<file path="src/rtl/core/bmprle_pkg.sv">
// ----------------------------------------------------------------------------
// bmprle_pkg
// shared types and constants of the bmp rle8/rle4 run decoder
// ----------------------------------------------------------------------------
package bmprle_pkg;

	// default limit on the image side
	localparam int MAX_SIDE_DEF = 20000;

	// field widths
	localparam int DimW   = 15;
	localparam int CurW   = 16;
	localparam int ByteW  = 8;
	localparam int StatW  = 2;
	localparam int CfgIdxW = 2;

	// low nibble mask for rle4 pixel pairs
	localparam logic [ByteW-1:0] NibMask = 8'h0f;

	// configuration register indexes
	typedef enum logic [CfgIdxW-1:0] {
		CFG_WIDTH  = 2'd0,
		CFG_HEIGHT = 2'd1,
		CFG_MODE   = 2'd2
	} cfg_idx_t;

	// parser phases
	typedef enum logic [2:0] {
		PH_COUNT = 3'd0,
		PH_VALUE = 3'd1,
		PH_DX    = 3'd2,
		PH_DY    = 3'd3,
		PH_ABS   = 3'd4,
		PH_PAD   = 3'd5,
		PH_DONE  = 3'd6
	} phase_t;

	// end status codes
	typedef enum logic [StatW-1:0] {
		ST_RUN = 2'd0,
		ST_OK  = 2'd1,
		ST_ERR = 2'd2
	} status_t;

	// escape codes following a zero count
	localparam logic [ByteW-1:0] EscEol   = 8'd0;
	localparam logic [ByteW-1:0] EscEob   = 8'd1;
	localparam logic [ByteW-1:0] EscDelta = 8'd2;

endpackage

</file>
<file path="src/rtl/core/bmp_rle_run_decoder.sv">
// ----------------------------------------------------------------------------
// bmp_rle_run_decoder
// decodes a bmp rle8/rle4 byte stream into clipped pixel runs and end status
// ----------------------------------------------------------------------------
//
// channel   direction  handshake             payload
// in        sink       in_valid / in_ready   data_byte, last_byte
// out       source     out_valid / out_ready pos_x, pos_y, run_length,
//                                            first_value, second_value, end_status
// cfg       sink       cfg_we                cfg_index, cfg_data
//
// one byte per cycle sustained while out_ready holds; each byte is registered in
// the input register, and the parser step loads its result into the result
// register, from which it transfers on out_valid and out_ready
// the parser state update is a single short step, so a byte can enter every
// cycle unless a stalled result blocks it; the result register holds a stalled
// result while the input register keeps one more byte
// arst_n clears the parser, the valid flags and the configuration
// (width 1, height 1, rle8)
// ----------------------------------------------------------------------------
module bmp_rle_run_decoder #(
	parameter int MAX_SIDE = bmprle_pkg::MAX_SIDE_DEF
) (
	input  logic                            clk,
	input  logic                            arst_n,
	// compressed byte stream
	input  logic                            in_valid,
	output logic                            in_ready,
	input  logic [bmprle_pkg::ByteW-1:0]    data_byte,
	input  logic                            last_byte,
	// run results
	output logic                            out_valid,
	input  logic                            out_ready,
	output logic [bmprle_pkg::DimW-1:0]     pos_x,
	output logic [bmprle_pkg::DimW-1:0]     pos_y,
	output logic [bmprle_pkg::ByteW-1:0]    run_length,
	output logic [bmprle_pkg::ByteW-1:0]    first_value,
	output logic [bmprle_pkg::ByteW-1:0]    second_value,
	output logic [bmprle_pkg::StatW-1:0]    end_status,
	// configuration writes
	input  logic                            cfg_we,
	input  logic [bmprle_pkg::CfgIdxW-1:0]  cfg_index,
	input  logic [bmprle_pkg::DimW-1:0]     cfg_data
);
	import bmprle_pkg::*;

	// side limit at cursor width
	localparam logic [CurW-1:0] MaxSide = CurW'(MAX_SIDE);

	// configuration registers
	logic [DimW-1:0]  image_width_q;
	logic [DimW-1:0]  image_height_q;
	logic             four_bit_mode_q;

	// input register
	logic             valid_s1;
	logic [ByteW-1:0] byte_s1;
	logic             last_s1;

	// parser state
	phase_t           phase_q, phase_d;
	logic [ByteW-1:0] held_q, held_d;
	logic [CurW-1:0]  col_q, col_d;
	logic [CurW-1:0]  row_q, row_d;
	logic [ByteW-1:0] abs_left_q, abs_left_d;
	logic             pad_q, pad_d;

	// result register
	logic             out_valid_s2;
	logic [DimW-1:0]  pos_x_s2, pos_y_s2;
	logic [ByteW-1:0] len_s2, va_s2, vb_s2;
	logic [StatW-1:0] stat_s2;

	// step outputs
	status_t          status;
	logic [ByteW-1:0] n, va, vb, clipped;
	logic [CurW-1:0]  w, room;
	logic [ByteW:0]   byte_inc;
	logic             emit;
	logic             adv;

	function automatic logic [CurW-1:0] sat16(logic [CurW-1:0] a, logic [CurW-1:0] b);
		logic [CurW:0] s;
		s = {1'b0, a} + {1'b0, b};
		return s[CurW] ? {CurW{1'b1}} : s[CurW-1:0];
	endfunction

	// the input register moves on when the result register is free or drains
	assign adv      = valid_s1 && (!out_valid_s2 || out_ready);
	assign in_ready = !valid_s1 || adv;

	// effective width, limited to the side parameter
	assign w        = ({1'b0, image_width_q} > MaxSide) ? MaxSide : {1'b0, image_width_q};
	assign byte_inc = {1'b0, byte_s1} + {{ByteW{1'b0}}, 1'b1};

	// parser step for the byte in the input register
	always_comb begin
		phase_d    = phase_q;
		held_d     = held_q;
		col_d      = col_q;
		row_d      = row_q;
		abs_left_d = abs_left_q;
		pad_d      = pad_q;
		status     = ST_RUN;
		n          = '0;
		va         = '0;
		vb         = '0;
		case (phase_q)
			PH_COUNT: begin
				held_d  = byte_s1;
				phase_d = PH_VALUE;
			end
			PH_VALUE: begin
				if (held_q != '0) begin
					// encoded run
					n       = held_q;
					va      = four_bit_mode_q ? (byte_s1 >> 4) : byte_s1;
					vb      = four_bit_mode_q ? (byte_s1 & NibMask) : byte_s1;
					phase_d = PH_COUNT;
				end else if (byte_s1 == EscEol) begin
					col_d   = '0;
					row_d   = sat16(row_q, CurW'(1));
					phase_d = PH_COUNT;
				end else if (byte_s1 == EscEob) begin
					status  = ST_OK;
					phase_d = PH_DONE;
				end else if (byte_s1 == EscDelta) begin
					phase_d = PH_DX;
					if (last_s1) status = ST_ERR;
				end else begin
					// absolute run, padded to a 16-bit boundary
					abs_left_d = byte_s1;
					pad_d      = four_bit_mode_q ? byte_inc[1] : byte_s1[0];
					phase_d    = PH_ABS;
					if (last_s1) status = ST_ERR;
				end
			end
			PH_DX: begin
				held_d  = byte_s1;
				phase_d = PH_DY;
				if (last_s1) status = ST_ERR;
			end
			PH_DY: begin
				col_d   = sat16(col_q, {{(CurW-ByteW){1'b0}}, held_q});
				row_d   = sat16(row_q, {{(CurW-ByteW){1'b0}}, byte_s1});
				phase_d = PH_COUNT;
			end
			PH_ABS: begin
				if (four_bit_mode_q) begin
					n  = (abs_left_q >= 8'd2) ? 8'd2 : 8'd1;
					va = byte_s1 >> 4;
					vb = byte_s1 & NibMask;
				end else begin
					n  = 8'd1;
					va = byte_s1;
					vb = byte_s1;
				end
				abs_left_d = (abs_left_q > n) ? (abs_left_q - n) : '0;
				if (abs_left_d == '0) begin
					phase_d = pad_q ? PH_PAD : PH_COUNT;
					pad_d   = 1'b0;
				end else if (last_s1) begin
					status = ST_ERR;
				end
			end
			PH_PAD: begin
				phase_d = PH_COUNT;
			end
			default: begin
				// after end of bitmap, skip to the end of the stream
			end
		endcase

		// clip the run against the image and advance the cursor
		room    = w - col_q;
		clipped = '0;
		if (n != '0) begin
			if ((row_q < {1'b0, image_height_q}) && (col_q < w)) begin
				clipped = ({{(CurW-ByteW){1'b0}}, n} < room) ? n : room[ByteW-1:0];
			end
			col_d = sat16(col_q, {{(CurW-ByteW){1'b0}}, n});
		end

		if (last_s1 && (phase_q != PH_DONE) && (status == ST_RUN)) status = ST_OK;

		// final byte rearms the parser for the next stream
		if (last_s1) begin
			phase_d    = PH_COUNT;
			held_d     = '0;
			col_d      = '0;
			row_d      = '0;
			abs_left_d = '0;
			pad_d      = 1'b0;
		end

		emit = (clipped != '0) || (status != ST_RUN);
	end

	// configuration and control state
	always_ff @(posedge clk or negedge arst_n) begin
		if (!arst_n) begin
			image_width_q   <= DimW'(1);
			image_height_q  <= DimW'(1);
			four_bit_mode_q <= 1'b0;
			valid_s1        <= 1'b0;
			out_valid_s2    <= 1'b0;
			phase_q         <= PH_COUNT;
			held_q          <= '0;
			col_q           <= '0;
			row_q           <= '0;
			abs_left_q      <= '0;
			pad_q           <= 1'b0;
		end else begin
			if (cfg_we) begin
				case (cfg_index)
					CFG_WIDTH:  image_width_q   <= cfg_data;
					CFG_HEIGHT: image_height_q  <= cfg_data;
					CFG_MODE:   four_bit_mode_q <= cfg_data[0];
					default: begin
						// unused index, write dropped
					end
				endcase
			end
			if (in_ready) valid_s1 <= in_valid;
			if (adv) begin
				out_valid_s2 <= emit;
				phase_q      <= phase_d;
				held_q       <= held_d;
				col_q        <= col_d;
				row_q        <= row_d;
				abs_left_q   <= abs_left_d;
				pad_q        <= pad_d;
			end else if (out_ready) begin
				out_valid_s2 <= 1'b0;
			end
		end
	end

	// payload registers
	always_ff @(posedge clk) begin
		if (in_valid && in_ready) begin
			byte_s1 <= data_byte;
			last_s1 <= last_byte;
		end
		if (adv && emit) begin
			// status-only results carry zero fields
			pos_x_s2 <= (clipped != '0) ? col_q[DimW-1:0] : '0;
			pos_y_s2 <= (clipped != '0) ? row_q[DimW-1:0] : '0;
			len_s2   <= clipped;
			va_s2    <= (clipped != '0) ? va : '0;
			vb_s2    <= (clipped != '0) ? vb : '0;
			stat_s2  <= status;
		end
	end

	assign out_valid    = out_valid_s2;
	assign pos_x        = pos_x_s2;
	assign pos_y        = pos_y_s2;
	assign run_length   = len_s2;
	assign first_value  = va_s2;
	assign second_value = vb_s2;
	assign end_status   = stat_s2;

endmodule
</file>
<file path="config.mk">
export PLATFORM = sky130hd
export DESIGN_NAME = bmp_rle_run_decoder
export DESIGN_NICKNAME = d
export VERILOG_FILES = /design/src/rtl/core/bmprle_pkg.sv /design/src/rtl/core/bmp_rle_run_decoder.sv
export SDC_FILE = /design/constraint.sdc
export NUM_CORES = 1
export LEC_CHECK = 0
export BUFFER_PORTS_ARGS = -buffer_cell sky130_fd_sc_hd__buf_4
export CORE_ASPECT_RATIO = 1.1
export CORE_MARGIN = 2
export CORE_UTILIZATION = 30
export CTS_BUF_LIST = sky130_fd_sc_hd__clkbuf_2 sky130_fd_sc_hd__clkbuf_4 sky130_fd_sc_hd__clkbuf_8
export CTS_CLUSTER_SIZE = 14
export DETAILED_ROUTE_END_ITERATION = 6
export MAX_ROUTING_LAYER = met4
export PLACE_DENSITY = 0.51
export SYNTH_ARGS = -nofsm -noshare
export SYNTH_HDL_FRONTEND = slang
export SYNTH_SLANG_ARGS = --single-unit
</file>
<file path="constraint.sdc">
create_clock -name clk -period 11.9 [get_ports clk]
set_input_delay 0.595 -clock clk [delete_from_list [all_inputs] [get_ports clk]]
set_output_delay 0.595 -clock clk [all_outputs]
set_load 0.02 [all_outputs]
</file>
==> impl_metrics.toml <==
[outcome]
status = "completed"

[sta]
max_freq_ghz = 0.1437
setup_viol = 0
fin_setup_tns_ps = 0
hold_viol = 0
relSlewSlack_pct = 11.34
period_minus_slack_ps = 6960
worstMarginPinSlew_ps = 1319
fin_skew_ps = 17.96
slew_viol_final = 0
rsz0062_at_grt = "no"
timing.final.crit_share_pct = 58.49

[cts]
path_clk_slew_ps = 100
cts_setup_buffers = 0
cts_resized = 0
cts.sinks = 146
cts_buffer_depth = 2
tritoncts = "built"
cts-root-buf = "clkbuf_8"
cts-hold-fix-buffers = 0
clkLatencyLatePin_ps = 490
cts_buffers = 17
htree_levels = 4

[die]
core_um2 = 34020
io_pins = 89
initial_utilization_pct = 30.23
dieArea_um2 = 35780
chipWidth_um = 180.5
rows = 71
die_h_um = 198.2

[job]
drv_cap = 0

[synth]
synth_top_area_share_pct = 20.19
ys_ff_latch = 146
yosysTopAreaCell = "dfrtp_1"
synthesis.area_um2 = 10280
yosysSeqAreaShare_pct = 38.52
synthDistinctLibCells = 89
postSynth.asyncResetShare_pct = 58.22
syn_nets = 1199
synth_cells = 1097
synth_edf_count = 61
synthTopCellsByArea = "dfrtp_1, edfxtp_1, ha_1"
synth.avg_cell_area_um2 = 9.375
yosys_most_used_dff = "dfrtp_1"
synth_warnings = 0

[setup_path]
cp.required_ps = 12040
crit_fanout = 28
endpoint_kind = "flop"
critPathLaunchType = "flop"
critPathKind = "reg2reg"
crit_arrival_ps = 7100

[route]
drc = 0
detail_route.iter0.violations = 603
drt_first_pass_iters = 5
drt-wirelength-per-cell_um = 19.75
via_count = 8650
totalWireLength_um = 31850
final_antenna_net_count = 0
avgViaCountPerCell = 5.363

[placement]
port_buffers = 88
hpwl_um = 23500
place.gp.congestion = 0.8987

[min_path]
min_path_type = "in2async"

[global_routing]
grt_pass1_wl_um = 49770
grt_pass1_vias = 8471
grt_usage_pct = 18.59
grt_overflow = 0
antenna_found_initial = 0
grt_max_degree = 46

[finish]
drive_gt1_share_pct = 20.26
syn_to_final_growth_pct = 13.99
num_antenna_cells = 0
final_common_cell = "buf_4"
finalNetCount = 1264
most-common-layout-cells = "buf_4, nand2_1, o21ai_0, dfrtp_1, a21oi_1"

[pwr]
power_density_nw_per_um2 = 210.9
finalPower_mw = 2.473
ir_worst_vdd_v = 0.00007441
leakagePower_nw = 4.724
==> cell families (layout without fill, tap and decap cells) <==
family	after synthesis	count (layout)	share of synthesized area, %
and+or+nand+nor	354	354	18.64
xor gates and xnor gates	31	31	2.640
buffers and inverters	120	198	5.256
adders and majority gates	71	71	9.002
muxes	45	45	4.757
AOI/OAI and AO/OA	330	330	21.19
DFF	146	146	38.52
==> critical path, cell delays in order (launching register included) <==
cell and delay (ps):
dfstp_2 380, or4_1 500, o21ai_0 160, a21oi_1 80, o31ai_1 1040, nand2_1 130, ha_1 240, inv_1 70
fa_1 260, a211oi_2 110, nor2_1 330, o21a_1 170, nor2_1 50, xor2_1 300, ha_1 320, a21oi_1 130
and2b_2 220, a311oi_1 490, a2111oi_4 140, nand2_4 140, a21oi_4 90, a21oi_4 750, buf_4 510
==> stage by stage <==
| step | setup slack [ps] | instances | cell area, µm² | util [%] | hold slack (ps) |
|---|---|---|---|---|---|
| 4_1_cts | 5084 | 1613 | 11720 | 34.46 | 107.5 |
| 3_3_place_gp | 5313 | 1581 | 11320 | 33.28 | 462.5 |
| 5_1_grt | 4319 | 1613 | 11720 | 34.46 | 119.8 |
| 6_report | 4940 | 1613 | 11720 | 34.46 | 93.44 |
| 3_5_place_dp | 5121 | 1581 | 11320 | 33.28 | 465.4 |
| 2_1_floorplan | 4720 | 1097 | 10280 | - | 299.4 |
==> registers in the layout (all words and copies together), names as in the netlist <==
| name | cells |
|---|---|
| first_value | 8 |
| image_width_q | 15 |
| out_valid | 1 |
| second_value | 4 |
| row_q | 16 |
| col_q | 16 |
| pos_y | 15 |
| held_q | 8 |
| four_bit_mode_q | 1 |
| abs_left_q | 8 |
| end_status | 2 |
| phase_q | 3 |
| last_s1 | 1 |
| pad_q | 1 |
| byte_s1 | 8 |
| pos_x | 15 |
| valid_s1 | 1 |
| image_height_q | 15 |
| run_length | 8 |
==> synth_stat cells, drive strengths merged, types with 6 or more instances <==
| cell type | count |
|---|---|
| a211oi | 12 |
| nor2b | 10 |
| nor4 | 7 |
| a31oi | 10 |
| or3 | 11 |
| mux2 | 31 |
| o21ai | 96 |
| ha | 66 |
| nand3 | 22 |
| a21o | 16 |
| nand2 | 102 |
| o211ai | 6 |
| and2 | 15 |
| mux2i | 14 |
| dfrtp | 83 |
| xor2 | 10 |
| nand2b | 11 |
| nand4 | 8 |
| nor3 | 59 |
| nor2 | 73 |
| a21oi | 86 |
| o21a | 14 |
| buf | 24 |
| inv | 63 |
| xnor2 | 21 |
| clkbuf | 33 |
| or2 | 6 |
| nor4b | 6 |
| o31ai | 18 |
| edfxtp | 61 |
==> layout make-up <==
class / instances / area [µm²]
Clock inverter: 11 / 130.1
Multi-Input combinational cell: 831 / 5804
Clock buffer: 21 / 270.3
Fill cell: 3530 / 22300
Inverter: 63 / 236.5
Sequential cell: 146 / 3961
Timing Repair Buffer: 103 / 773.2
Tap cell: 438 / 548.0
==> path summary, 6_finish.rpt <==
check                                 start         endpoint  slack [ps]  depth (start not counted)
max                        image_width_q[0]         pos_y[1]        4940                         22
min reg2reg                   abs_left_q[0]    abs_left_q[0]         480                          2
min                                  arst_n         row_q[4]          90                          1
max reg2reg                image_width_q[0]         pos_y[1]        4940                         22
min in group clk               data_byte[2]       byte_s1[2]         280                          1
max in group asynchronous            arst_n  four_bit_mode_q       10750                          2
==> where the power goes <==
part | leakage (nW) | switching (mW) | total [mW] | internal [mW]
combinational | 2.87 | 0.791 | 1.28 | 0.490
clock | 0.193 | 0.213 | 0.412 | 0.200
sequential | 1.66 | 0.141 | 0.779 | 0.638
total | 4.72 | 1.15 | 2.47 | 1.33
==> routing by layer <==
metal	up-vias	track usage, %	wire [µm]
li1	4165	-	-
met1	4204	23.56	14340
met2	228	29.97	15280
met3	53	2.685	1114
met4	0	7.527	1115
met5	-	-	0
Note: power is estimated with default switching activity, not from simulation.
